--- src/rtl/marching_cubes_cell_extractor_macros.svh ---
// ----------------------------------------------------------------------------
// marching_cubes_cell_extractor_macros
// assertion helpers shared by the rtl
// ----------------------------------------------------------------------------
`ifndef MARCHING_CUBES_CELL_EXTRACTOR_MACROS_SVH
`define MARCHING_CUBES_CELL_EXTRACTOR_MACROS_SVH

// condition must hold whenever the enable is high
`define MCE_ASSERT_IMPL(lbl, clk, rst_n, en, cond, msg) \
    lbl: assert property (@(posedge clk) disable iff (!rst_n) (en) |-> (cond)) \
        else $error(msg);

// condition must hold in the cycle after the trigger
`define MCE_ASSERT_NEXT(lbl, clk, rst_n, trig, cond, msg) \
    lbl: assert property (@(posedge clk) disable iff (!rst_n) (trig) |=> (cond)) \
        else $error(msg);

`endif

--- src/rtl/mce_pkg.sv ---
// ----------------------------------------------------------------------------
// mce_pkg
// shared types, constants and case tables of the cell extractor
// ----------------------------------------------------------------------------
package mce_pkg;

    localparam int unsigned MaxGridDim = 1024;
    localparam int unsigned SampleBits = 16;
    localparam int unsigned PhiBits    = SampleBits + 1;
    localparam int unsigned RowBits    = 60;

    typedef enum logic [1:0] {
        CFG_ISO_LEVEL   = 2'd0,
        CFG_GRID_SIZE_X = 2'd1,
        CFG_GRID_SIZE_Y = 2'd2
    } t_cfg_index;

    typedef enum logic [1:0] {
        B_IDLE,
        B_SETUP,
        B_DIV,
        B_EMIT
    } t_back_state;

    // one classified cell waiting for the back end
    typedef struct packed {
        logic [9:0]                     cx;
        logic [9:0]                     cy;
        logic [9:0]                     cz;
        logic [7:0][PhiBits-1:0]        phi;
        logic [3:0]                     cnt;
        logic [RowBits-1:0]             row;
    } t_cell;

    // queue status between front and back
    typedef struct packed {
        logic full;
        logic empty;
    } t_q_status;

    // edge end corners {first, second}
    function automatic logic [5:0] edge_ends(input logic [3:0] e);
        logic [5:0] r;
        case (e)
            4'd0:    r = {3'd0, 3'd1};
            4'd1:    r = {3'd1, 3'd2};
            4'd2:    r = {3'd2, 3'd3};
            4'd3:    r = {3'd3, 3'd0};
            4'd4:    r = {3'd4, 3'd5};
            4'd5:    r = {3'd5, 3'd6};
            4'd6:    r = {3'd6, 3'd7};
            4'd7:    r = {3'd7, 3'd4};
            4'd8:    r = {3'd0, 3'd4};
            4'd9:    r = {3'd1, 3'd5};
            4'd10:   r = {3'd2, 3'd6};
            4'd11:   r = {3'd3, 3'd7};
            default: r = {3'd0, 3'd1};
        endcase
        return r;
    endfunction

    // edge midpoint on the doubled grid {oz, oy, ox}
    function automatic logic [5:0] edge_mid(input logic [3:0] e);
        logic [5:0] r;
        case (e)
            4'd0:    r = {2'd0, 2'd0, 2'd1};
            4'd1:    r = {2'd1, 2'd0, 2'd2};
            4'd2:    r = {2'd2, 2'd0, 2'd1};
            4'd3:    r = {2'd1, 2'd0, 2'd0};
            4'd4:    r = {2'd0, 2'd2, 2'd1};
            4'd5:    r = {2'd1, 2'd2, 2'd2};
            4'd6:    r = {2'd2, 2'd2, 2'd1};
            4'd7:    r = {2'd1, 2'd2, 2'd0};
            4'd8:    r = {2'd0, 2'd1, 2'd0};
            4'd9:    r = {2'd0, 2'd1, 2'd2};
            4'd10:   r = {2'd2, 2'd1, 2'd2};
            4'd11:   r = {2'd2, 2'd1, 2'd0};
            default: r = {2'd0, 2'd0, 2'd1};
        endcase
        return r;
    endfunction

    // triangle list per case: {vertex count, edges}, first edge in the top used nibble
    function automatic logic [RowBits+3:0] tri_row(input logic [7:0] c);
        logic [RowBits+3:0] r;
        case (c)
            8'd0: r = {4'd0, 60'h0};  8'd1: r = {4'd3, 60'h083};
            8'd2: r = {4'd3, 60'h019};  8'd3: r = {4'd6, 60'h183981};
            8'd4: r = {4'd3, 60'h12a};  8'd5: r = {4'd6, 60'h08312a};
            8'd6: r = {4'd6, 60'h92a029};  8'd7: r = {4'd9, 60'h2832a8a98};
            8'd8: r = {4'd3, 60'h3b2};  8'd9: r = {4'd6, 60'h0b28b0};
            8'd10: r = {4'd6, 60'h19023b};  8'd11: r = {4'd9, 60'h1b219b98b};
            8'd12: r = {4'd6, 60'h3a1ba3};  8'd13: r = {4'd9, 60'h0a108a8ba};
            8'd14: r = {4'd9, 60'h3903b9ba9};  8'd15: r = {4'd6, 60'h98aa8b};
            8'd16: r = {4'd3, 60'h478};  8'd17: r = {4'd6, 60'h430734};
            8'd18: r = {4'd6, 60'h019847};  8'd19: r = {4'd9, 60'h419471731};
            8'd20: r = {4'd6, 60'h12a847};  8'd21: r = {4'd9, 60'h34730412a};
            8'd22: r = {4'd9, 60'h92a902847};  8'd23: r = {4'd12, 60'h2a9297273794};
            8'd24: r = {4'd6, 60'h8473b2};  8'd25: r = {4'd9, 60'hb47b24204};
            8'd26: r = {4'd9, 60'h90184723b};  8'd27: r = {4'd12, 60'h47b94b9b2921};
            8'd28: r = {4'd9, 60'h3a13ba784};  8'd29: r = {4'd12, 60'h1ba14b1047b4};
            8'd30: r = {4'd12, 60'h47890b9bab03};  8'd31: r = {4'd9, 60'h47b4b99ba};
            8'd32: r = {4'd3, 60'h954};  8'd33: r = {4'd6, 60'h954083};
            8'd34: r = {4'd6, 60'h054150};  8'd35: r = {4'd9, 60'h854835315};
            8'd36: r = {4'd6, 60'h12a954};  8'd37: r = {4'd9, 60'h30812a495};
            8'd38: r = {4'd9, 60'h52a542402};  8'd39: r = {4'd12, 60'h2a5325354348};
            8'd40: r = {4'd6, 60'h95423b};  8'd41: r = {4'd9, 60'h0b208b495};
            8'd42: r = {4'd9, 60'h05401523b};  8'd43: r = {4'd12, 60'h21525828b485};
            8'd44: r = {4'd9, 60'ha3ba13954};  8'd45: r = {4'd12, 60'h4950818a18ba};
            8'd46: r = {4'd12, 60'h54050b5bab03};  8'd47: r = {4'd9, 60'h54858aa8b};
            8'd48: r = {4'd6, 60'h978579};  8'd49: r = {4'd9, 60'h930953573};
            8'd50: r = {4'd9, 60'h078017157};  8'd51: r = {4'd6, 60'h153357};
            8'd52: r = {4'd9, 60'h978957a12};  8'd53: r = {4'd12, 60'ha12950530573};
            8'd54: r = {4'd12, 60'h802825857a52};  8'd55: r = {4'd9, 60'h2a5253357};
            8'd56: r = {4'd9, 60'h7957893b2};  8'd57: r = {4'd12, 60'h95797292027b};
            8'd58: r = {4'd12, 60'h23b018178157};  8'd59: r = {4'd9, 60'hb21b17715};
            8'd60: r = {4'd12, 60'h958857a13a3b};  8'd61: r = {4'd15, 60'h5705097b010aba0};
            8'd62: r = {4'd15, 60'hba0b03a50807570};  8'd63: r = {4'd6, 60'hba57b5};
            8'd64: r = {4'd3, 60'ha65};  8'd65: r = {4'd6, 60'h0835a6};
            8'd66: r = {4'd6, 60'h9015a6};  8'd67: r = {4'd9, 60'h1831985a6};
            8'd68: r = {4'd6, 60'h165261};  8'd69: r = {4'd9, 60'h165126308};
            8'd70: r = {4'd9, 60'h965906026};  8'd71: r = {4'd12, 60'h598582526328};
            8'd72: r = {4'd6, 60'h23ba65};  8'd73: r = {4'd9, 60'hb08b20a65};
            8'd74: r = {4'd9, 60'h01923b5a6};  8'd75: r = {4'd12, 60'h5a61929b298b};
            8'd76: r = {4'd9, 60'h63b653513};  8'd77: r = {4'd12, 60'h08b0b50515b6};
            8'd78: r = {4'd12, 60'h3b6036065059};  8'd79: r = {4'd9, 60'h65969bb98};
            8'd80: r = {4'd6, 60'h5a6478};  8'd81: r = {4'd9, 60'h43047365a};
            8'd82: r = {4'd9, 60'h1905a6847};  8'd83: r = {4'd12, 60'ha65197173794};
            8'd84: r = {4'd9, 60'h612651478};  8'd85: r = {4'd12, 60'h125526304347};
            8'd86: r = {4'd12, 60'h847905065026};  8'd87: r = {4'd15, 60'h739794329596269};
            8'd88: r = {4'd9, 60'h3b2784a65};  8'd89: r = {4'd12, 60'h5a647242027b};
            8'd90: r = {4'd12, 60'h01947823b5a6};  8'd91: r = {4'd15, 60'h9219b294b7b45a6};
            8'd92: r = {4'd12, 60'h8473b53515b6};  8'd93: r = {4'd15, 60'h51b5b610b7b404b};
            8'd94: r = {4'd15, 60'h059065036b63847};  8'd95: r = {4'd12, 60'h65969b4797b9};
            8'd96: r = {4'd6, 60'ha4964a};  8'd97: r = {4'd9, 60'h4a649a083};
            8'd98: r = {4'd9, 60'ha01a60640};  8'd99: r = {4'd12, 60'h83181686461a};
            8'd100: r = {4'd9, 60'h149124264};  8'd101: r = {4'd12, 60'h308129249264};
            8'd102: r = {4'd6, 60'h024426};  8'd103: r = {4'd9, 60'h832824426};
            8'd104: r = {4'd9, 60'ha49a64b23};  8'd105: r = {4'd12, 60'h08228b49a4a6};
            8'd106: r = {4'd12, 60'h3b201606461a};  8'd107: r = {4'd15, 60'h64161a48121b8b1};
            8'd108: r = {4'd12, 60'h964936913b63};  8'd109: r = {4'd15, 60'h8b1810b61914641};
            8'd110: r = {4'd9, 60'h3b6360064};  8'd111: r = {4'd6, 60'h648b68};
            8'd112: r = {4'd9, 60'h7a678a89a};  8'd113: r = {4'd12, 60'h0730a709a67a};
            8'd114: r = {4'd12, 60'ha671a7178180};  8'd115: r = {4'd9, 60'ha67a71173};
            8'd116: r = {4'd12, 60'h126168189867};  8'd117: r = {4'd15, 60'h269291679093739};
            8'd118: r = {4'd9, 60'h780706602};  8'd119: r = {4'd6, 60'h732672};
            8'd120: r = {4'd12, 60'h23ba68a89867};  8'd121: r = {4'd15, 60'h20727b09767a9a7};
            8'd122: r = {4'd15, 60'h1801781a767a23b};  8'd123: r = {4'd12, 60'hb21b17a61671};
            8'd124: r = {4'd15, 60'h896867916b63136};  8'd125: r = {4'd6, 60'h091b67};
            8'd126: r = {4'd12, 60'h7807063b0b60};  8'd127: r = {4'd3, 60'h7b6};
            8'd128: r = {4'd3, 60'h76b};  8'd129: r = {4'd6, 60'h308b76};
            8'd130: r = {4'd6, 60'h019b76};  8'd131: r = {4'd9, 60'h819831b76};
            8'd132: r = {4'd6, 60'ha126b7};  8'd133: r = {4'd9, 60'h12a3086b7};
            8'd134: r = {4'd9, 60'h2902a96b7};  8'd135: r = {4'd12, 60'h6b72a3a83a98};
            8'd136: r = {4'd6, 60'h723627};  8'd137: r = {4'd9, 60'h708760620};
            8'd138: r = {4'd9, 60'h276237019};  8'd139: r = {4'd12, 60'h162186198876};
            8'd140: r = {4'd9, 60'ha76a17137};  8'd141: r = {4'd12, 60'ha7617a187108};
            8'd142: r = {4'd12, 60'h03707a0a96a7};  8'd143: r = {4'd9, 60'h76a7a88a9};
            8'd144: r = {4'd6, 60'h684b86};  8'd145: r = {4'd9, 60'h36b306046};
            8'd146: r = {4'd9, 60'h86b846901};  8'd147: r = {4'd12, 60'h946963931b36};
            8'd148: r = {4'd9, 60'h6846b82a1};  8'd149: r = {4'd12, 60'h12a30b06b046};
            8'd150: r = {4'd12, 60'h4b846b0292a9};  8'd151: r = {4'd15, 60'ha93a32943b36463};
            8'd152: r = {4'd9, 60'h823842462};  8'd153: r = {4'd6, 60'h042462};
            8'd154: r = {4'd12, 60'h190234246438};  8'd155: r = {4'd9, 60'h194142246};
            8'd156: r = {4'd12, 60'h8138618466a1};  8'd157: r = {4'd9, 60'ha10a06604};
            8'd158: r = {4'd15, 60'h4634386a3039a93};  8'd159: r = {4'd6, 60'ha946a4};
            8'd160: r = {4'd6, 60'h49576b};  8'd161: r = {4'd9, 60'h083495b76};
            8'd162: r = {4'd9, 60'h50154076b};  8'd163: r = {4'd12, 60'hb76834354315};
            8'd164: r = {4'd9, 60'h954a1276b};  8'd165: r = {4'd12, 60'h6b712a083495};
            8'd166: r = {4'd12, 60'h76b54a42a402};  8'd167: r = {4'd15, 60'h348354325a52b76};
            8'd168: r = {4'd9, 60'h723762549};  8'd169: r = {4'd12, 60'h954086062687};
            8'd170: r = {4'd12, 60'h362376150540};  8'd171: r = {4'd15, 60'h628687218485158};
            8'd172: r = {4'd12, 60'h954a16176137};  8'd173: r = {4'd15, 60'h16a176107870954};
            8'd174: r = {4'd15, 60'h40a4a503a6a737a};  8'd175: r = {4'd12, 60'h76a7a854a48a};
            8'd176: r = {4'd9, 60'h6956b9b89};  8'd177: r = {4'd12, 60'h36b063056095};
            8'd178: r = {4'd12, 60'h0b805b01556b};  8'd179: r = {4'd9, 60'h6b3635531};
            8'd180: r = {4'd12, 60'h12a95b9b8b56};  8'd181: r = {4'd15, 60'h0b306b09656912a};
            8'd182: r = {4'd15, 60'hb85b56805a52025};  8'd183: r = {4'd12, 60'h6b36352a3a53};
            8'd184: r = {4'd12, 60'h589528562382};  8'd185: r = {4'd9, 60'h956960062};
            8'd186: r = {4'd15, 60'h158180568382628};  8'd187: r = {4'd6, 60'h156216};
            8'd188: r = {4'd15, 60'h13616a386569896};  8'd189: r = {4'd12, 60'ha10a06950560};
            8'd190: r = {4'd6, 60'h03856a};  8'd191: r = {4'd3, 60'ha56};
            8'd192: r = {4'd6, 60'hb5a75b};  8'd193: r = {4'd9, 60'hb5ab75830};
            8'd194: r = {4'd9, 60'h5b75ab190};  8'd195: r = {4'd12, 60'ha75ab7981831};
            8'd196: r = {4'd9, 60'hb12b71751};  8'd197: r = {4'd12, 60'h08312717572b};
            8'd198: r = {4'd12, 60'h9759279022b7};  8'd199: r = {4'd15, 60'h75272b592328982};
            8'd200: r = {4'd9, 60'h25a235375};  8'd201: r = {4'd12, 60'h820852875a25};
            8'd202: r = {4'd12, 60'h9015a35373a2};  8'd203: r = {4'd15, 60'h982921872a25752};
            8'd204: r = {4'd6, 60'h135375};  8'd205: r = {4'd9, 60'h087071175};
            8'd206: r = {4'd9, 60'h903935537};  8'd207: r = {4'd6, 60'h987597};
            8'd208: r = {4'd9, 60'h5845a8ab8};  8'd209: r = {4'd12, 60'h5045b05abb30};
            8'd210: r = {4'd12, 60'h01984a8aba45};  8'd211: r = {4'd15, 60'hab4a45b34941314};
            8'd212: r = {4'd12, 60'h2512852b8458};  8'd213: r = {4'd15, 60'h04b0b345b2b151b};
            8'd214: r = {4'd15, 60'h0250592b5458b85};  8'd215: r = {4'd6, 60'h9452b3};
            8'd216: r = {4'd12, 60'h25a352345384};  8'd217: r = {4'd9, 60'h5a2524420};
            8'd218: r = {4'd15, 60'h3a235a385458019};  8'd219: r = {4'd12, 60'h5a2524192942};
            8'd220: r = {4'd9, 60'h845853351};  8'd221: r = {4'd6, 60'h045105};
            8'd222: r = {4'd12, 60'h845853905035};  8'd223: r = {4'd3, 60'h945};
            8'd224: r = {4'd9, 60'h4b749b9ab};  8'd225: r = {4'd12, 60'h0834979b79ab};
            8'd226: r = {4'd12, 60'h1ab1b414074b};  8'd227: r = {4'd15, 60'h3143481a474bab4};
            8'd228: r = {4'd12, 60'h4b79b492b912};  8'd229: r = {4'd15, 60'h9749b791b2b1083};
            8'd230: r = {4'd9, 60'hb74b42240};  8'd231: r = {4'd12, 60'hb74b42834324};
            8'd232: r = {4'd12, 60'h29a279237749};  8'd233: r = {4'd15, 60'h9a7974a27870207};
            8'd234: r = {4'd15, 60'h37a3a274a1a040a};  8'd235: r = {4'd6, 60'h1a2874};
            8'd236: r = {4'd9, 60'h491417713};  8'd237: r = {4'd12, 60'h491417081871};
            8'd238: r = {4'd6, 60'h403743};  8'd239: r = {4'd3, 60'h487};
            8'd240: r = {4'd6, 60'h9a8ab8};  8'd241: r = {4'd9, 60'h30939bb9a};
            8'd242: r = {4'd9, 60'h01a0a88ab};  8'd243: r = {4'd6, 60'h31ab3a};
            8'd244: r = {4'd9, 60'h12b1b99b8};  8'd245: r = {4'd12, 60'h30939b1292b9};
            8'd246: r = {4'd6, 60'h02b80b};  8'd247: r = {4'd3, 60'h32b};
            8'd248: r = {4'd9, 60'h23828aa89};  8'd249: r = {4'd6, 60'h9a2092};
            8'd250: r = {4'd12, 60'h23828a0181a8};  8'd251: r = {4'd3, 60'h1a2};
            8'd252: r = {4'd6, 60'h138918};  8'd253: r = {4'd3, 60'h091};
            8'd254: r = {4'd3, 60'h038};
            default: r = {4'd0, 60'h0};
        endcase
        return r;
    endfunction

endpackage

--- src/rtl/mce_queue.sv ---
// ----------------------------------------------------------------------------
// mce_queue
// two-entry queue of classified cells between front and back
// ----------------------------------------------------------------------------
module mce_queue import mce_pkg::*; (
    input  logic        i_clk,
    input  logic        i_rst_n,
    input  logic        i_wr,
    input  t_cell       i_data,
    input  logic        i_rd,
    output t_cell       o_data,
    output t_q_status   o_status
);

    t_cell       r_mem [2];
    logic        r_wptr;
    logic        r_rptr;
    logic [1:0]  r_count;

    always_ff @(posedge i_clk) begin
        if (!i_rst_n) begin
            r_wptr  <= 1'b0;
            r_rptr  <= 1'b0;
            r_count <= 2'd0;
        end else begin
            if (i_wr) begin
                r_wptr <= ~r_wptr;
            end
            if (i_rd) begin
                r_rptr <= ~r_rptr;
            end
            r_count <= r_count + {1'b0, i_wr} - {1'b0, i_rd};
        end
    end

    always_ff @(posedge i_clk) begin
        if (i_wr) begin
            r_mem[r_wptr] <= i_data;
        end
    end

    assign o_data         = r_mem[r_rptr];
    assign o_status.full  = (r_count == 2'd2);
    assign o_status.empty = (r_count == 2'd0);

endmodule

--- config.mk ---
export PLATFORM = sky130hd
export DESIGN_NAME = mce_queue
export DESIGN_NICKNAME = d
export VERILOG_FILES = /design/src/rtl/marching_cubes_cell_extractor_macros.svh /design/src/rtl/mce_pkg.sv /design/src/rtl/mce_queue.sv
export SDC_FILE = /design/constraint.sdc
export NUM_CORES = 1
export LEC_CHECK = 0
export BUFFER_PORTS_ARGS = -buffer_cell sky130_fd_sc_hd__buf_2
export CAP_MARGIN = 20
export CORE_UTILIZATION = 50
export CTS_BUF_LIST = sky130_fd_sc_hd__clkbuf_4 sky130_fd_sc_hd__clkbuf_8
export CTS_CLUSTER_DIAMETER = 200
export DETAILED_ROUTE_END_ITERATION = 6
export GPL_ROUTABILITY_DRIVEN = 0
export PLACE_DENSITY = 0.83
export SKIP_CTS_REPAIR_TIMING = 1
export SLEW_MARGIN = 20
export SYNTH_ARGS = -nofsm -noshare
export SYNTH_HDL_FRONTEND = slang
export SYNTH_SLANG_ARGS = --single-unit
--- constraint.sdc ---
create_clock -name i_clk -period 13.4 [get_ports i_clk]
set_clock_uncertainty 0.15 [all_clocks]
set_input_delay 0 -clock i_clk [delete_from_list [all_inputs] [get_ports i_clk]]
set_output_delay 0 -clock i_clk [all_outputs]
set_load 0.05 [all_outputs]
==> summary.md, run 1 <==
| Metric | Value |
|---|---|
| First Err | `[ERROR RSZ-0060] Max buffer count reached.` |
| DP Wirelength | `25100 um` |
| H-tree levels | `3` |
| Status | `stopped before the end` |
| Largest net degree at the start of global routing | `79` |
| Mapped Area | `0.0178 mm^2` |
| Die W | `191 um` |
| Initial core utilization | `51.3%` |
| Number of CTS-inserted buffers | `73` |
| Buffers on Ports | `465` |
| Post-synthesis sequential area ratio | `78.0%` |
| Row count | `68` |
| Cells after Synth | `737` |
| Clk sink count | `465` |
| Post-synth cell types | `15` |
| Clock buffer depth | `3` |
| Yosys warning total | `0` |
| Syn_area_per_cell | `24.2 um^2` |
| Root Driver | `clkbuf_8` |
| Last stage reached | `global routing (5_1_grt)` |
| Synth Net Count | `973` |
| #FFs+latches synth | `465` |
| I/O pin count | `466` |
| Die height | `191 um` |
## metrics by stage
stage	worst slack (ns)	util (%)	hold WS (ns)	instances	instance area, um^2
2_1_floorplan	1.95	-	-0.0511	737	17800
3_3_place_gp	9.71	58.5	0.0370	1640	20400
3_5_place_dp	9.64	58.5	0.0407	1640	20400
4_1_cts	8.95	62.5	-0.651	1772	21800
## cells by family after synthesis
kind of cell             count (synthesis)  share of synthesized area, %
XOR/XNOR                                 2                         0.175
flip-flops                             465                          78.0
AND/OR/NAND/NOR                          9                         0.301
multiplexers                           230                          18.7
adder cells (fa/ha/maj)                  2                         0.140
buffers and inverters                   28                          2.66
AO/OA/AOI/OAI                            1                        0.0421
## cell usage after synthesis
cell type | instances | area (um^2)
buf_12 | 22 | 440
dfxtp_1 | 5 | 100
nor2_1 | 1 | 3.75
nor2b_1 | 4 | 25.0
xnor3_1 | 1 | 22.5
xor2_1 | 1 | 8.76
inv_1 | 2 | 7.51
buf_6 | 1 | 11.3
mux2_4 | 200 | 3000
mux2_2 | 30 | 338
and2_1 | 4 | 25.0
edfxtp_1 | 460 | 13800
buf_2 | 3 | 15.0
ha_1 | 2 | 25.0
o21a_1 | 1 | 7.51
==> run 2: changes to the inputs <==
--- a/config.mk
+++ b/config.mk
@@ -7,12 +7,10 @@
 export LEC_CHECK = 0
 export BUFFER_PORTS_ARGS = -buffer_cell sky130_fd_sc_hd__buf_2
 export CAP_MARGIN = 20
-export CORE_UTILIZATION = 50
-export CTS_BUF_LIST = sky130_fd_sc_hd__clkbuf_4 sky130_fd_sc_hd__clkbuf_8
-export CTS_CLUSTER_DIAMETER = 200
+export CORE_UTILIZATION = 35
 export DETAILED_ROUTE_END_ITERATION = 6
 export GPL_ROUTABILITY_DRIVEN = 0
-export PLACE_DENSITY = 0.83
+export PLACE_DENSITY_LB_ADDON = 0.15
 export SKIP_CTS_REPAIR_TIMING = 1
 export SLEW_MARGIN = 20
 export SYNTH_ARGS = -nofsm -noshare
==> run 2 against run 1 <==
The flow now finishes without violations; area after synthesis unchanged; synthesized cell count unchanged.
==> summary.md, run 2 <==
| Metric | Value |
|---|---|
| Post-synth cell types | `15 (unchanged)` |
| Number of CTS-inserted buffers | `51 (-30%)` |
| Final hold violations | `0` |
| Core Region | `0.0503 mm^2` |
| WP data required | `13.25 ns` |
| Max FFs per register | `460` |
| P_leak | `10.1 nW` |
| Max VDD drop | `0.112 mV` |
| Critical path type | `reg2out` |
| Cell Pwr Density | `143 mW/mm^2` |
| Yosys warning total | `0 (unchanged)` |
| Slew HR | `19.7%` |
| Die height | `228 um (+19%)` |
| First-pass GRT wire length | `57000 um` |
| Buffers on Ports | `465 (unchanged)` |
| Clock latency on the worst-skew pair | `0.58 ns` |
| WL final | `41500 um` |
| Actual slew at the worst max-slew pin | `1.20 ns` |
| Post-DRT Antenna Nets | `0` |
| Post-synthesis sequential area ratio | `78.0% (unchanged)` |
| Maximum clock frequency | `210 MHz` |
| Initial antenna violation count | `2` |
| Commonest non-fill, non-tap cells in the layout | `465 x buf_2, 460 x edfxtp_1, 341 x dlygate4sd3_1` |
| Worst setup margin | `8.63 ns` |
| Max_cap viols | `0` |
| DRT iter0 DRCs | `412` |
| Area Growth Syn to Fin | `43.2%` |
| Clk sink count | `465 (unchanged)` |
| Status | `finished, final reports clean` |
| CP max FO | `50` |
| Fin nets | `1815` |
| DP Wirelength | `26300 um (+4.8%)` |
| Most common cell after layout, fill and taps aside | `buf_2` |
| Clock buffer depth | `3 (unchanged)` |
| I/O pin count | `466 (unchanged)` |
| Post-synth ARST share | `0% (unchanged)` |
| Cells after Synth | `737 (unchanged)` |
| Tot GR Track Use | `14.7%` |
| Initial core utilization | `35.5% (-16 points)` |
| Count leader, synth | `edfxtp_1` |
| Startpoint types | `register` |
| Row count | `82 (+21%)` |
| Largest register by flop count | `r_mem` |
| HP Class | `in2reg` |
| Worst EP arrival | `4.62 ns` |
| Syn_area_per_cell | `24.2 um^2 (unchanged)` |
| Die W | `228 um (+19%)` |
| Number of global-route vias before repair | `9125` |
| Clock Pin Slew Worst Setup and Hold Paths | `0.06 ns` |
| Die footprint | `0.0519 mm^2` |
| # DRC | `0` |
| Ys flop type | `edfxtp_1` |
| Tcrit/Tclk final | `35.6%` |
| Routed len/inst | `18.1 um` |
| Total gr overflow | `0` |
| Layout cell share with drive strength beyond 1 | `47.7%` |
| Min Tclk post-route | `4.77 ns` |
| Post-synth top area cell | `edfxtp_1` |
| Area share of the largest cell type after synthesis | `77.4% (unchanged)` |
| Commonest cells in the synthesized netlist | `460 x edfxtp_1, 200 x mux2_4, 30 x mux2_2` |
| H-tree levels | `2 (-1)` |
| Largest net degree at the start of global routing | `168` |
| #FFs+latches synth | `465 (unchanged)` |
| Vias/cell | `4.33` |
| Biggest regs | `r_mem x460, r_count x2` |
| Pre-CTS WS | `9.20 ns (-0.448 ns)` |
| Synth Net Count | `973 (unchanged)` |
| Fill count | `4242` |
| Final Max Tran Viols | `0` |
| Setup_tns | `0 ns` |
| RSZ-0062 raised after global routing | `false` |
| Vias | `9900` |
| Mapped Area | `0.0178 mm^2 (unchanged)` |
| First-pass iteration count of the detailed router | `4` |
| CTS tree | `yes` |
| Largest cells by area after synthesis | `edfxtp_1 77%, mux2_4 17%, buf_12 2.5%, mux2_2 1.9%, dfxtp_1 0.56%` |
| Post-synth EDFFs | `460 (unchanged)` |
| Crit. End Element | `primary output` |
| Final setup violation count | `0` |
| Root Driver | `clkbuf_16` |
-- run 2: cell type report --
type,instances,area (um^2),area share [%]
Antenna cell,2,5.00,0.0196
Inverter,2,7.51,0.0294
Clock inverter,26,159,0.622
Timing Repair Buffer,815,5820,22.8
Clock buffer,63,1340,5.25
Tap cell,672,841,3.29
Sequential cell,465,13900,54.4
Multi-Input combinational cell,244,3470,13.6
-- run 2: kinds of logic (layout without fill, tap and decap cells) --
group | count (synthesis) | after routing | share of synthesized area [%]
buf+inv | 28 | 906 | 2.66
fa+ha+maj | 2 | 2 | 0.140
mux | 230 | 230 | 18.7
xor+xnor | 2 | 2 | 0.175
compound gates | 1 | 1 | 0.0421
simple gates | 9 | 9 | 0.301
other cells | 0 | 2 | 0
flops | 465 | 465 | 78.0
-- run 2: worst max-delay path: stages, from the launching register on --
cell     delay, ns
dfxtp_4       0.87
buf_4         0.80
buf_4         0.76
buf_4         0.84
mux2_4        0.36
buf_2         0.21
-- run 2: path summary, 6_finish.rpt --
| kind | start | end | cells after the start | slack [ns] |
|---|---|---|---|---|
| max reg2reg | r_wptr$_SDFFE_PN0P_ | r_mem[1][229]$_DFFE_PP_ | 3 | 10.08 |
| min | i_data[11] | r_mem[1][11]$_DFFE_PP_ | 2 | 0.009 |
| min reg2reg | r_rptr$_SDFFE_PN0P_ | register | 2 | 0.43 |
| max | register | o_data[180] | 5 | 8.63 |
-- run 2: through the flow --
step                      util (%)  std cells  hold WS, ns  area [um^2]  power, mW
after floorplan                  -        737      -0.0511        17800       2.24
after detailed placement      41.1       1857       0.0413        20600       2.34
after CTS                     44.0       1946       -0.602        22100       3.63
after global routing          50.8       2289      -0.0222        25600       3.79
after global placement        41.1       1857       0.0367        20600       2.34
final                         50.8       2289      0.00863        25600       3.66
-- run 2: routing by layer --
| metal | track usage [%] | part of all wire (%) | wire, um | up-vias |
|---|---|---|---|---|
| met5 | 0 | 0 | 0 | - |
| met4 | 4.43 | 2.1 | 873 | 0 |
| met1 | 17.6 | 42 | 17300 | 4863 |
| met2 | 23.2 | 48 | 19900 | 334 |
| met3 | 7.31 | 8.4 | 3470 | 66 |
| li1 | - | - | - | 4637 |
-- run 2: power by group --
group          switching [mW]  internal, mW
registers              0.0262          1.69
clock network           0.545         0.725
logic                   0.422         0.258
(Power assumes the default switching activity.)
