`src/rtl/marching_cubes_cell_extractor_macros.svh`:
```
// ----------------------------------------------------------------------------
// marching_cubes_cell_extractor_macros
// assertion helpers shared by the rtl
// ----------------------------------------------------------------------------
`ifndef MARCHING_CUBES_CELL_EXTRACTOR_MACROS_SVH
`define MARCHING_CUBES_CELL_EXTRACTOR_MACROS_SVH

// condition must hold whenever the enable is high
`define MCE_ASSERT_IMPL(lbl, clk, rst_n, en, cond, msg) \
    lbl: assert property (@(posedge clk) disable iff (!rst_n) (en) |-> (cond)) \
        else $error(msg);

// condition must hold in the cycle after the trigger
`define MCE_ASSERT_NEXT(lbl, clk, rst_n, trig, cond, msg) \
    lbl: assert property (@(posedge clk) disable iff (!rst_n) (trig) |=> (cond)) \
        else $error(msg);

`endif

```
`src/rtl/mce_pkg.sv`:
```
// ----------------------------------------------------------------------------
// mce_pkg
// shared types, constants and case tables of the cell extractor
// ----------------------------------------------------------------------------
package mce_pkg;

    localparam int unsigned MaxGridDim = 1024;
    localparam int unsigned SampleBits = 16;
    localparam int unsigned PhiBits    = SampleBits + 1;
    localparam int unsigned RowBits    = 60;

    typedef enum logic [1:0] {
        CFG_ISO_LEVEL   = 2'd0,
        CFG_GRID_SIZE_X = 2'd1,
        CFG_GRID_SIZE_Y = 2'd2
    } t_cfg_index;

    typedef enum logic [1:0] {
        B_IDLE,
        B_SETUP,
        B_DIV,
        B_EMIT
    } t_back_state;

    // one classified cell waiting for the back end
    typedef struct packed {
        logic [9:0]                     cx;
        logic [9:0]                     cy;
        logic [9:0]                     cz;
        logic [7:0][PhiBits-1:0]        phi;
        logic [3:0]                     cnt;
        logic [RowBits-1:0]             row;
    } t_cell;

    // queue status between front and back
    typedef struct packed {
        logic full;
        logic empty;
    } t_q_status;

    // edge end corners {first, second}
    function automatic logic [5:0] edge_ends(input logic [3:0] e);
        logic [5:0] r;
        case (e)
            4'd0:    r = {3'd0, 3'd1};
            4'd1:    r = {3'd1, 3'd2};
            4'd2:    r = {3'd2, 3'd3};
            4'd3:    r = {3'd3, 3'd0};
            4'd4:    r = {3'd4, 3'd5};
            4'd5:    r = {3'd5, 3'd6};
            4'd6:    r = {3'd6, 3'd7};
            4'd7:    r = {3'd7, 3'd4};
            4'd8:    r = {3'd0, 3'd4};
            4'd9:    r = {3'd1, 3'd5};
            4'd10:   r = {3'd2, 3'd6};
            4'd11:   r = {3'd3, 3'd7};
            default: r = {3'd0, 3'd1};
        endcase
        return r;
    endfunction

    // edge midpoint on the doubled grid {oz, oy, ox}
    function automatic logic [5:0] edge_mid(input logic [3:0] e);
        logic [5:0] r;
        case (e)
            4'd0:    r = {2'd0, 2'd0, 2'd1};
            4'd1:    r = {2'd1, 2'd0, 2'd2};
            4'd2:    r = {2'd2, 2'd0, 2'd1};
            4'd3:    r = {2'd1, 2'd0, 2'd0};
            4'd4:    r = {2'd0, 2'd2, 2'd1};
            4'd5:    r = {2'd1, 2'd2, 2'd2};
            4'd6:    r = {2'd2, 2'd2, 2'd1};
            4'd7:    r = {2'd1, 2'd2, 2'd0};
            4'd8:    r = {2'd0, 2'd1, 2'd0};
            4'd9:    r = {2'd0, 2'd1, 2'd2};
            4'd10:   r = {2'd2, 2'd1, 2'd2};
            4'd11:   r = {2'd2, 2'd1, 2'd0};
            default: r = {2'd0, 2'd0, 2'd1};
        endcase
        return r;
    endfunction

    // triangle list per case: {vertex count, edges}, first edge in the top used nibble
    function automatic logic [RowBits+3:0] tri_row(input logic [7:0] c);
        logic [RowBits+3:0] r;
        case (c)
            8'd0: r = {4'd0, 60'h0};  8'd1: r = {4'd3, 60'h083};
            8'd2: r = {4'd3, 60'h019};  8'd3: r = {4'd6, 60'h183981};
            8'd4: r = {4'd3, 60'h12a};  8'd5: r = {4'd6, 60'h08312a};
            8'd6: r = {4'd6, 60'h92a029};  8'd7: r = {4'd9, 60'h2832a8a98};
            8'd8: r = {4'd3, 60'h3b2};  8'd9: r = {4'd6, 60'h0b28b0};
            8'd10: r = {4'd6, 60'h19023b};  8'd11: r = {4'd9, 60'h1b219b98b};
            8'd12: r = {4'd6, 60'h3a1ba3};  8'd13: r = {4'd9, 60'h0a108a8ba};
            8'd14: r = {4'd9, 60'h3903b9ba9};  8'd15: r = {4'd6, 60'h98aa8b};
            8'd16: r = {4'd3, 60'h478};  8'd17: r = {4'd6, 60'h430734};
            8'd18: r = {4'd6, 60'h019847};  8'd19: r = {4'd9, 60'h419471731};
            8'd20: r = {4'd6, 60'h12a847};  8'd21: r = {4'd9, 60'h34730412a};
            8'd22: r = {4'd9, 60'h92a902847};  8'd23: r = {4'd12, 60'h2a9297273794};
            8'd24: r = {4'd6, 60'h8473b2};  8'd25: r = {4'd9, 60'hb47b24204};
            8'd26: r = {4'd9, 60'h90184723b};  8'd27: r = {4'd12, 60'h47b94b9b2921};
            8'd28: r = {4'd9, 60'h3a13ba784};  8'd29: r = {4'd12, 60'h1ba14b1047b4};
            8'd30: r = {4'd12, 60'h47890b9bab03};  8'd31: r = {4'd9, 60'h47b4b99ba};
            8'd32: r = {4'd3, 60'h954};  8'd33: r = {4'd6, 60'h954083};
            8'd34: r = {4'd6, 60'h054150};  8'd35: r = {4'd9, 60'h854835315};
            8'd36: r = {4'd6, 60'h12a954};  8'd37: r = {4'd9, 60'h30812a495};
            8'd38: r = {4'd9, 60'h52a542402};  8'd39: r = {4'd12, 60'h2a5325354348};
            8'd40: r = {4'd6, 60'h95423b};  8'd41: r = {4'd9, 60'h0b208b495};
            8'd42: r = {4'd9, 60'h05401523b};  8'd43: r = {4'd12, 60'h21525828b485};
            8'd44: r = {4'd9, 60'ha3ba13954};  8'd45: r = {4'd12, 60'h4950818a18ba};
            8'd46: r = {4'd12, 60'h54050b5bab03};  8'd47: r = {4'd9, 60'h54858aa8b};
            8'd48: r = {4'd6, 60'h978579};  8'd49: r = {4'd9, 60'h930953573};
            8'd50: r = {4'd9, 60'h078017157};  8'd51: r = {4'd6, 60'h153357};
            8'd52: r = {4'd9, 60'h978957a12};  8'd53: r = {4'd12, 60'ha12950530573};
            8'd54: r = {4'd12, 60'h802825857a52};  8'd55: r = {4'd9, 60'h2a5253357};
            8'd56: r = {4'd9, 60'h7957893b2};  8'd57: r = {4'd12, 60'h95797292027b};
            8'd58: r = {4'd12, 60'h23b018178157};  8'd59: r = {4'd9, 60'hb21b17715};
            8'd60: r = {4'd12, 60'h958857a13a3b};  8'd61: r = {4'd15, 60'h5705097b010aba0};
            8'd62: r = {4'd15, 60'hba0b03a50807570};  8'd63: r = {4'd6, 60'hba57b5};
            8'd64: r = {4'd3, 60'ha65};  8'd65: r = {4'd6, 60'h0835a6};
            8'd66: r = {4'd6, 60'h9015a6};  8'd67: r = {4'd9, 60'h1831985a6};
            8'd68: r = {4'd6, 60'h165261};  8'd69: r = {4'd9, 60'h165126308};
            8'd70: r = {4'd9, 60'h965906026};  8'd71: r = {4'd12, 60'h598582526328};
            8'd72: r = {4'd6, 60'h23ba65};  8'd73: r = {4'd9, 60'hb08b20a65};
            8'd74: r = {4'd9, 60'h01923b5a6};  8'd75: r = {4'd12, 60'h5a61929b298b};
            8'd76: r = {4'd9, 60'h63b653513};  8'd77: r = {4'd12, 60'h08b0b50515b6};
            8'd78: r = {4'd12, 60'h3b6036065059};  8'd79: r = {4'd9, 60'h65969bb98};
            8'd80: r = {4'd6, 60'h5a6478};  8'd81: r = {4'd9, 60'h43047365a};
            8'd82: r = {4'd9, 60'h1905a6847};  8'd83: r = {4'd12, 60'ha65197173794};
            8'd84: r = {4'd9, 60'h612651478};  8'd85: r = {4'd12, 60'h125526304347};
            8'd86: r = {4'd12, 60'h847905065026};  8'd87: r = {4'd15, 60'h739794329596269};
            8'd88: r = {4'd9, 60'h3b2784a65};  8'd89: r = {4'd12, 60'h5a647242027b};
            8'd90: r = {4'd12, 60'h01947823b5a6};  8'd91: r = {4'd15, 60'h9219b294b7b45a6};
            8'd92: r = {4'd12, 60'h8473b53515b6};  8'd93: r = {4'd15, 60'h51b5b610b7b404b};
            8'd94: r = {4'd15, 60'h059065036b63847};  8'd95: r = {4'd12, 60'h65969b4797b9};
            8'd96: r = {4'd6, 60'ha4964a};  8'd97: r = {4'd9, 60'h4a649a083};
            8'd98: r = {4'd9, 60'ha01a60640};  8'd99: r = {4'd12, 60'h83181686461a};
            8'd100: r = {4'd9, 60'h149124264};  8'd101: r = {4'd12, 60'h308129249264};
            8'd102: r = {4'd6, 60'h024426};  8'd103: r = {4'd9, 60'h832824426};
            8'd104: r = {4'd9, 60'ha49a64b23};  8'd105: r = {4'd12, 60'h08228b49a4a6};
            8'd106: r = {4'd12, 60'h3b201606461a};  8'd107: r = {4'd15, 60'h64161a48121b8b1};
            8'd108: r = {4'd12, 60'h964936913b63};  8'd109: r = {4'd15, 60'h8b1810b61914641};
            8'd110: r = {4'd9, 60'h3b6360064};  8'd111: r = {4'd6, 60'h648b68};
            8'd112: r = {4'd9, 60'h7a678a89a};  8'd113: r = {4'd12, 60'h0730a709a67a};
            8'd114: r = {4'd12, 60'ha671a7178180};  8'd115: r = {4'd9, 60'ha67a71173};
            8'd116: r = {4'd12, 60'h126168189867};  8'd117: r = {4'd15, 60'h269291679093739};
            8'd118: r = {4'd9, 60'h780706602};  8'd119: r = {4'd6, 60'h732672};
            8'd120: r = {4'd12, 60'h23ba68a89867};  8'd121: r = {4'd15, 60'h20727b09767a9a7};
            8'd122: r = {4'd15, 60'h1801781a767a23b};  8'd123: r = {4'd12, 60'hb21b17a61671};
            8'd124: r = {4'd15, 60'h896867916b63136};  8'd125: r = {4'd6, 60'h091b67};
            8'd126: r = {4'd12, 60'h7807063b0b60};  8'd127: r = {4'd3, 60'h7b6};
            8'd128: r = {4'd3, 60'h76b};  8'd129: r = {4'd6, 60'h308b76};
            8'd130: r = {4'd6, 60'h019b76};  8'd131: r = {4'd9, 60'h819831b76};
            8'd132: r = {4'd6, 60'ha126b7};  8'd133: r = {4'd9, 60'h12a3086b7};
            8'd134: r = {4'd9, 60'h2902a96b7};  8'd135: r = {4'd12, 60'h6b72a3a83a98};
            8'd136: r = {4'd6, 60'h723627};  8'd137: r = {4'd9, 60'h708760620};
            8'd138: r = {4'd9, 60'h276237019};  8'd139: r = {4'd12, 60'h162186198876};
            8'd140: r = {4'd9, 60'ha76a17137};  8'd141: r = {4'd12, 60'ha7617a187108};
            8'd142: r = {4'd12, 60'h03707a0a96a7};  8'd143: r = {4'd9, 60'h76a7a88a9};
            8'd144: r = {4'd6, 60'h684b86};  8'd145: r = {4'd9, 60'h36b306046};
            8'd146: r = {4'd9, 60'h86b846901};  8'd147: r = {4'd12, 60'h946963931b36};
            8'd148: r = {4'd9, 60'h6846b82a1};  8'd149: r = {4'd12, 60'h12a30b06b046};
            8'd150: r = {4'd12, 60'h4b846b0292a9};  8'd151: r = {4'd15, 60'ha93a32943b36463};
            8'd152: r = {4'd9, 60'h823842462};  8'd153: r = {4'd6, 60'h042462};
            8'd154: r = {4'd12, 60'h190234246438};  8'd155: r = {4'd9, 60'h194142246};
            8'd156: r = {4'd12, 60'h8138618466a1};  8'd157: r = {4'd9, 60'ha10a06604};
            8'd158: r = {4'd15, 60'h4634386a3039a93};  8'd159: r = {4'd6, 60'ha946a4};
            8'd160: r = {4'd6, 60'h49576b};  8'd161: r = {4'd9, 60'h083495b76};
            8'd162: r = {4'd9, 60'h50154076b};  8'd163: r = {4'd12, 60'hb76834354315};
            8'd164: r = {4'd9, 60'h954a1276b};  8'd165: r = {4'd12, 60'h6b712a083495};
            8'd166: r = {4'd12, 60'h76b54a42a402};  8'd167: r = {4'd15, 60'h348354325a52b76};
            8'd168: r = {4'd9, 60'h723762549};  8'd169: r = {4'd12, 60'h954086062687};
            8'd170: r = {4'd12, 60'h362376150540};  8'd171: r = {4'd15, 60'h628687218485158};
            8'd172: r = {4'd12, 60'h954a16176137};  8'd173: r = {4'd15, 60'h16a176107870954};
            8'd174: r = {4'd15, 60'h40a4a503a6a737a};  8'd175: r = {4'd12, 60'h76a7a854a48a};
            8'd176: r = {4'd9, 60'h6956b9b89};  8'd177: r = {4'd12, 60'h36b063056095};
            8'd178: r = {4'd12, 60'h0b805b01556b};  8'd179: r = {4'd9, 60'h6b3635531};
            8'd180: r = {4'd12, 60'h12a95b9b8b56};  8'd181: r = {4'd15, 60'h0b306b09656912a};
            8'd182: r = {4'd15, 60'hb85b56805a52025};  8'd183: r = {4'd12, 60'h6b36352a3a53};
            8'd184: r = {4'd12, 60'h589528562382};  8'd185: r = {4'd9, 60'h956960062};
            8'd186: r = {4'd15, 60'h158180568382628};  8'd187: r = {4'd6, 60'h156216};
            8'd188: r = {4'd15, 60'h13616a386569896};  8'd189: r = {4'd12, 60'ha10a06950560};
            8'd190: r = {4'd6, 60'h03856a};  8'd191: r = {4'd3, 60'ha56};
            8'd192: r = {4'd6, 60'hb5a75b};  8'd193: r = {4'd9, 60'hb5ab75830};
            8'd194: r = {4'd9, 60'h5b75ab190};  8'd195: r = {4'd12, 60'ha75ab7981831};
            8'd196: r = {4'd9, 60'hb12b71751};  8'd197: r = {4'd12, 60'h08312717572b};
            8'd198: r = {4'd12, 60'h9759279022b7};  8'd199: r = {4'd15, 60'h75272b592328982};
            8'd200: r = {4'd9, 60'h25a235375};  8'd201: r = {4'd12, 60'h820852875a25};
            8'd202: r = {4'd12, 60'h9015a35373a2};  8'd203: r = {4'd15, 60'h982921872a25752};
            8'd204: r = {4'd6, 60'h135375};  8'd205: r = {4'd9, 60'h087071175};
            8'd206: r = {4'd9, 60'h903935537};  8'd207: r = {4'd6, 60'h987597};
            8'd208: r = {4'd9, 60'h5845a8ab8};  8'd209: r = {4'd12, 60'h5045b05abb30};
            8'd210: r = {4'd12, 60'h01984a8aba45};  8'd211: r = {4'd15, 60'hab4a45b34941314};
            8'd212: r = {4'd12, 60'h2512852b8458};  8'd213: r = {4'd15, 60'h04b0b345b2b151b};
            8'd214: r = {4'd15, 60'h0250592b5458b85};  8'd215: r = {4'd6, 60'h9452b3};
            8'd216: r = {4'd12, 60'h25a352345384};  8'd217: r = {4'd9, 60'h5a2524420};
            8'd218: r = {4'd15, 60'h3a235a385458019};  8'd219: r = {4'd12, 60'h5a2524192942};
            8'd220: r = {4'd9, 60'h845853351};  8'd221: r = {4'd6, 60'h045105};
            8'd222: r = {4'd12, 60'h845853905035};  8'd223: r = {4'd3, 60'h945};
            8'd224: r = {4'd9, 60'h4b749b9ab};  8'd225: r = {4'd12, 60'h0834979b79ab};
            8'd226: r = {4'd12, 60'h1ab1b414074b};  8'd227: r = {4'd15, 60'h3143481a474bab4};
            8'd228: r = {4'd12, 60'h4b79b492b912};  8'd229: r = {4'd15, 60'h9749b791b2b1083};
            8'd230: r = {4'd9, 60'hb74b42240};  8'd231: r = {4'd12, 60'hb74b42834324};
            8'd232: r = {4'd12, 60'h29a279237749};  8'd233: r = {4'd15, 60'h9a7974a27870207};
            8'd234: r = {4'd15, 60'h37a3a274a1a040a};  8'd235: r = {4'd6, 60'h1a2874};
            8'd236: r = {4'd9, 60'h491417713};  8'd237: r = {4'd12, 60'h491417081871};
            8'd238: r = {4'd6, 60'h403743};  8'd239: r = {4'd3, 60'h487};
            8'd240: r = {4'd6, 60'h9a8ab8};  8'd241: r = {4'd9, 60'h30939bb9a};
            8'd242: r = {4'd9, 60'h01a0a88ab};  8'd243: r = {4'd6, 60'h31ab3a};
            8'd244: r = {4'd9, 60'h12b1b99b8};  8'd245: r = {4'd12, 60'h30939b1292b9};
            8'd246: r = {4'd6, 60'h02b80b};  8'd247: r = {4'd3, 60'h32b};
            8'd248: r = {4'd9, 60'h23828aa89};  8'd249: r = {4'd6, 60'h9a2092};
            8'd250: r = {4'd12, 60'h23828a0181a8};  8'd251: r = {4'd3, 60'h1a2};
            8'd252: r = {4'd6, 60'h138918};  8'd253: r = {4'd3, 60'h091};
            8'd254: r = {4'd3, 60'h038};
            default: r = {4'd0, 60'h0};
        endcase
        return r;
    endfunction

endpackage

```
`src/rtl/mce_back.sv`:
```
// ----------------------------------------------------------------------------
// mce_back
// walks a cell's triangle list: edge id, crossing fraction, one vertex at a time
// ----------------------------------------------------------------------------
module mce_back import mce_pkg::*; (
    input  logic         i_clk,
    input  logic         i_rst_n,
    input  t_cell        i_cell,
    input  t_q_status    i_q_status,
    output logic         o_q_rd,
    input  logic [10:0]  i_grid_size_x,
    input  logic [10:0]  i_grid_size_y,
    input  logic         i_pop,
    output logic         o_empty,
    output logic [3:0]   o_local_edge,
    output logic [32:0]  o_global_edge_id,
    output logic [15:0]  o_edge_fraction,
    output logic [2:0]   o_triangle_index,
    output logic         o_last_vertex
);

    t_back_state  r_state, n_state;
    logic [3:0]   r_n;
    logic [2:0]   r_tri;
    logic [1:0]   r_k;
    logic [3:0]   r_edge;
    logic [24:0]  r_t1;
    logic [32:0]  r_id;
    logic [16:0]  r_s;
    logic [16:0]  r_rem;
    logic [16:0]  r_q;
    logic [3:0]   r_step;
    logic         r_ov;

    logic [3:0]        pos;
    logic [3:0]        edge_sel;
    logic [5:0]        ends;
    logic [5:0]        mid;
    logic [PhiBits-1:0] p0, p1;
    logic [15:0]       a, b;
    logic [16:0]       s;
    logic [10:0]       gx, gy;
    logic [5:0]        mid_r;
    logic [17:0]       rem2;
    logic              take;
    logic              slot_free;
    logic              last;
    logic [15:0]       frac;

    assign gx = (i_grid_size_x > 11'(MaxGridDim)) ? 11'(MaxGridDim) : i_grid_size_x;
    assign gy = (i_grid_size_y > 11'(MaxGridDim)) ? 11'(MaxGridDim) : i_grid_size_y;

    always_comb begin
        pos      = i_cell.cnt - 4'd1 - r_n;
        edge_sel = i_cell.row[{pos, 2'b00} +: 4];
        ends     = edge_ends(edge_sel);
        mid      = edge_mid(edge_sel);
        p0       = i_cell.phi[ends[5:3]];
        p1       = i_cell.phi[ends[2:0]];
        a        = 16'(p0[PhiBits-1] ? -p0 : p0);
        b        = 16'(p1[PhiBits-1] ? -p1 : p1);
        s        = {1'b0, a} + {1'b0, b};
        mid_r    = edge_mid(r_edge);
        rem2     = {r_rem, 1'b0};
        take     = (rem2 >= {1'b0, r_s});
        last     = (r_n == i_cell.cnt - 4'd1);
        slot_free = !r_ov || i_pop;
        if (r_s == 17'd0) begin
            frac = 16'd32768;
        end else if (r_q == 17'd0) begin
            frac = 16'd1;
        end else if (r_q[16]) begin
            frac = 16'hffff;
        end else begin
            frac = r_q[15:0];
        end
    end

    always_comb begin
        n_state = r_state;
        o_q_rd  = 1'b0;
        case (r_state)
            B_IDLE: begin
                if (!i_q_status.empty) begin
                    n_state = B_SETUP;
                end
            end
            B_SETUP: n_state = B_DIV;
            B_DIV: begin
                if (r_step == 4'd15) begin
                    n_state = B_EMIT;
                end
            end
            B_EMIT: begin
                if (slot_free) begin
                    o_q_rd  = last;
                    n_state = last ? B_IDLE : B_SETUP;
                end
            end
            default: n_state = B_IDLE;
        endcase
    end

    always_ff @(posedge i_clk) begin
        if (!i_rst_n) begin
            r_state <= B_IDLE;
            r_n     <= 4'd0;
            r_tri   <= 3'd0;
            r_k     <= 2'd0;
            r_step  <= 4'd0;
            r_ov    <= 1'b0;
        end else begin
            r_state <= n_state;
            // a new vertex replacing the popped one keeps the slot full
            if (i_pop && !(r_state == B_EMIT && slot_free)) begin
                r_ov <= 1'b0;
            end
            case (r_state)
                B_IDLE: begin
                    r_n   <= 4'd0;
                    r_tri <= 3'd0;
                    r_k   <= 2'd0;
                end
                B_SETUP: r_step <= 4'd0;
                B_DIV:   r_step <= r_step + 4'd1;
                B_EMIT: begin
                    if (slot_free) begin
                        r_ov <= 1'b1;
                        r_n  <= r_n + 4'd1;
                        if (r_k == 2'd2) begin
                            r_k   <= 2'd0;
                            r_tri <= r_tri + 3'd1;
                        end else begin
                            r_k <= r_k + 2'd1;
                        end
                    end
                end
                default: ;
            endcase
        end
    end

    // datapath: restoring divide, one quotient bit per cycle
    always_ff @(posedge i_clk) begin
        case (r_state)
            B_SETUP: begin
                r_edge <= edge_sel;
                r_s    <= s;
                r_q    <= {(b == 16'd0), 16'd0};
                r_rem  <= (b == 16'd0) ? 17'd0 : {1'b0, a};
                r_t1   <= 25'({1'b0, i_cell.cz, 1'b0} + 12'(mid[5:4])) * 25'({gy, 1'b0})
                        + 25'({1'b0, i_cell.cy, 1'b0} + 12'(mid[3:2]));
            end
            B_DIV: begin
                r_rem <= take ? 17'(rem2 - {1'b0, r_s}) : r_rem << 1;
                r_q   <= {r_q[16], r_q[14:0], take};
                if (r_step == 4'd0) begin
                    r_id <= 33'(r_t1 * 37'({gx, 1'b0}))
                          + 33'({1'b0, i_cell.cx, 1'b0} + 12'(mid_r[1:0]));
                end
            end
            B_EMIT: begin
                if (slot_free) begin
                    o_local_edge     <= r_edge;
                    o_global_edge_id <= r_id;
                    o_edge_fraction  <= frac;
                    o_triangle_index <= r_tri;
                    o_last_vertex    <= last;
                end
            end
            default: ;
        endcase
    end

    assign o_empty = !r_ov;

endmodule

```
`config.mk`:
```
export PLATFORM = sky130hd
export DESIGN_NAME = mce_back
export DESIGN_NICKNAME = d
export VERILOG_FILES = /design/src/rtl/marching_cubes_cell_extractor_macros.svh /design/src/rtl/mce_pkg.sv /design/src/rtl/mce_back.sv
export SDC_FILE = /design/constraint.sdc
export NUM_CORES = 2
export LEC_CHECK = 0
export ABC_AREA = 0
export BUFFER_PORTS_ARGS = -buffer_cell sky130_fd_sc_hd__buf_2
export CORE_MARGIN = 5
export CORE_UTILIZATION = 55
export CTS_CLUSTER_DIAMETER = 150
export DETAILED_ROUTE_END_ITERATION = 12
export GPL_ROUTABILITY_DRIVEN = 0
export MAX_ROUTING_LAYER = met4
export PLACE_DENSITY = 0.76
export SLEW_MARGIN = 30
export SYNTH_ARGS = -nofsm -noshare
export SYNTH_HDL_FRONTEND = slang
export SYNTH_SLANG_ARGS = --single-unit
```
`constraint.sdc`:
```
create_clock -name i_clk -period 22.3 [get_ports i_clk]
set_clock_uncertainty 0.1 [all_clocks]
set_input_delay 4.46 -clock i_clk [delete_from_list [all_inputs] [get_ports i_clk]]
set_output_delay 4.46 -clock i_clk [all_outputs]
set_load 0.05 [all_outputs]
```
==> metrics.txt <==
headroom to the max-slew limit between 30 and 40%; Final Hold Violating Endpoints 0; worst path required time ~22 ns; drt wl/cell around 19 um; Synth Area in Simple Gates 16.4%; commonest non-fill, non-tap cell in the layout nand2_1; commonest non-fill, non-tap cells in the layout nand2_1 (426), inv_1 (387), buf_2 (314), fa_1 (297), ha_1 (207); logic depth of the worst register-to-register path 33; Post-Synth XOR/XNOR Area under 10%; nets 3876; Max Freq approximately 0.069 GHz; Synth Area in Compound Gates 12.4%; WHS Path Cells 0; ANT nets after route 0; GRT overflow 0; CP peak stage delay approximately 1.1 ns; via density per instance ~5.9; Post-Synth Adder-Cell Area 32.4%; Mapped Area roughly 26000 um^2; cell mode on critical path fa_1; Inserted Clock Buffers 17; CTS sink cnt between 150 and 200; slowest CP cell fa_1; DP Wirelength 56200 um; CP Capture Type flip-flop; Synth Area per Inst a little over 9 um^2; worst hold path class flip-flop to flip-flop; final worst setup slack roughly 8 ns; YS warnings 0; utilization after layout about three fifths; CTS tree built; Final Cycle Share approximately two thirds; number of global-route vias before repair ~22000; core region area 47600 um^2; Final setup viols 0; Layout area overhead 9.88%; Rows 80; worst-path fanout max 24; post-synthesis mux area share about 4.6%; DRT Wirelength about 70000 um; Clk Tree Root Cell clkbuf_16; Hold Buf Count CTS 0; first-pass GRT wire length about 110000 um; initial DRC count about 2000; Least-Margin Pin Slew 1.03 ns; number of post-CTS setup repair buffers 0; share of cells above drive strength 1 between 15 and 20%; DRC 0; DIE WIDTH 229 um; flop-to-flop setup slack approximately 12 ns; Critical Path AT 14.52 ns; Max Slew Vio Count 0; largest net degree at the start of global routing 57; fraction of the yosys area taken by sequential cells between 20% and 30%; Worst-Skew Late Latency approximately 0.46 ns; synthesized flop and latch total around 190; Tmin final 14.42 ns; Post-CTS Resized 0; drt first pass iters 6; critical path type primary input to flip-flop; dpl ws 7.53 ns; Die H 229 um; initial antenna violation count 8; RSZ-0062 raised after global routing no; number of flops mapped to enable cells by yosys between 150 and 200; via count 22100; Starting Density roughly 56%; Cells after Synth about 2900; Ports between 300 and 400; ys async rst share 0%; die footprint 52600 um^2; htree depth 4; Netlist cell types between 90 and 100; Max Buffers Root-to-Sink 2; status complete, no violations; largest family of logic cells by synthesized area adder cells; all-layer global routing usage around 27%; crit start category primary input; setup TNS 0 ns; input/output buffers about 310; top_reg_cell synth edfxtp_1; Synth Net Count between 3000 and 4000; CTS clk-pin slew, worst paths roughly 0.080 ns; maxcap violations 0
## path summary, 6_finish.rpt
kind                                      endpoint                 from
worst max register to register  r_t1[23]$_DFFE_PN_  r_n[0]$_SDFFE_PN0P_
worst min-delay path             r_id[0]$_DFFE_PP_     mid_r[0]$_DFF_P_
worst max-delay path            r_t1[23]$_DFFE_PN_           i_cell[60]
worst min register to register   r_id[0]$_DFFE_PP_     mid_r[0]$_DFF_P_
## worst max-delay path: cells and delay by family
family	cells	cell delay (ns)
fa+ha+maj	11	4.89
simple gates	11	1.81
compound gates	5	1.62
buf+inv	6	0.86
xor+xnor	2	0.84
## final cells by class
class / instances / area, um^2
clock inverters: 10 / 95.1
inverters: 392 / 1470
flip-flops and latches: 188 / 5470
diodes: 7 / 17.5
well taps: 615 / 769
clock buffers: 22 / 485
multi-input cells: 2171 / 19000
fillers: 3973 / 18600
repair buffers: 342 / 1780
## per-stage QoR
step | instance area [um^2] | cells | hold WS, ns
final | 29100 | 3747 | 0.311
after global routing | 29100 | 3747 | 0.322
after CTS | 29000 | 3740 | 0.315
after detailed placement | 28500 | 3708 | 0.296
after global placement | 28500 | 3708 | 0.291
after floorplan | 26500 | 2879 | 0.286
## kinds of logic (layout without fill, tap and decap cells)
| family | Yosys count | after routing |
|---|---|---|
| AND/OR/NAND/NOR | 937 | 937 |
| buffers and inverters | 520 | 766 |
| adder cells (fa/ha/maj) | 507 | 507 |
| AO/OA/AOI/OAI | 464 | 464 |
| flip-flops | 188 | 188 |
| XOR/XNOR | 175 | 175 |
| multiplexers | 88 | 88 |
| other | 0 | 7 |
## metal layers
layer / vias to the layer above / track usage, % / routed length, um
li1: 10200 / - / -
met1: 10700 / 35.1 / 28900
met2: 1137 / 43.3 / 33000
met3: 187 / 5.25 / 6400
met4: 0 / 8.10 / 2130
met5: - / - / 0
## sequential cells by signal, indices dropped and copies added (netlist names), 3 cells and up
name,flops
o_edge_fraction,16
r_t1,25
r_edge,4
r_id,33
o_global_edge_id,33
r_q,17
r_tri,3
o_local_edge,4
r_step,4
o_triangle_index,3
r_rem,17
r_s,17
r_n,4
## synthesized netlist by cell type (9+ instances only)
library cell  count  area, um^2
nor2_1          185         694
mux2i_1          44         440
nand3_1          60         300
and3_1           18         113
inv_1           388        1460
dfxtp_1          18         360
nand4_1          16         100
and2_1           71         444
nor3_1           41         205
ha_1            210        2630
nand2_1         426        1600
edfxtp_1        170        5100
clkbuf_1         92         345
o21a_1           19         143
buf_1            11        41.3
nor2b_1          39         244
o21ai_0          69         345
or3_1             9        56.3
o21bai_1         24         180
a221oi_1         39         342
a21o_1           24         180
xor2_1           59         517
mux2_2           16         180
a21boi_0         12        90.1
a21oi_1         118         591
a31oi_1          15        93.8
mux4_2           24         541
buf_2            13        65.1
o211ai_1         17         128
a211oi_1         19         143
fa_1            297        5950
nand2b_1         17         106
xnor2_1         115        1010
nor4_1           10        62.6
o31ai_1          13        97.6
Power is left out: the tool's default activity adds up to more than one toggle a clock period on the data nets, which glitch-free logic cannot reach.
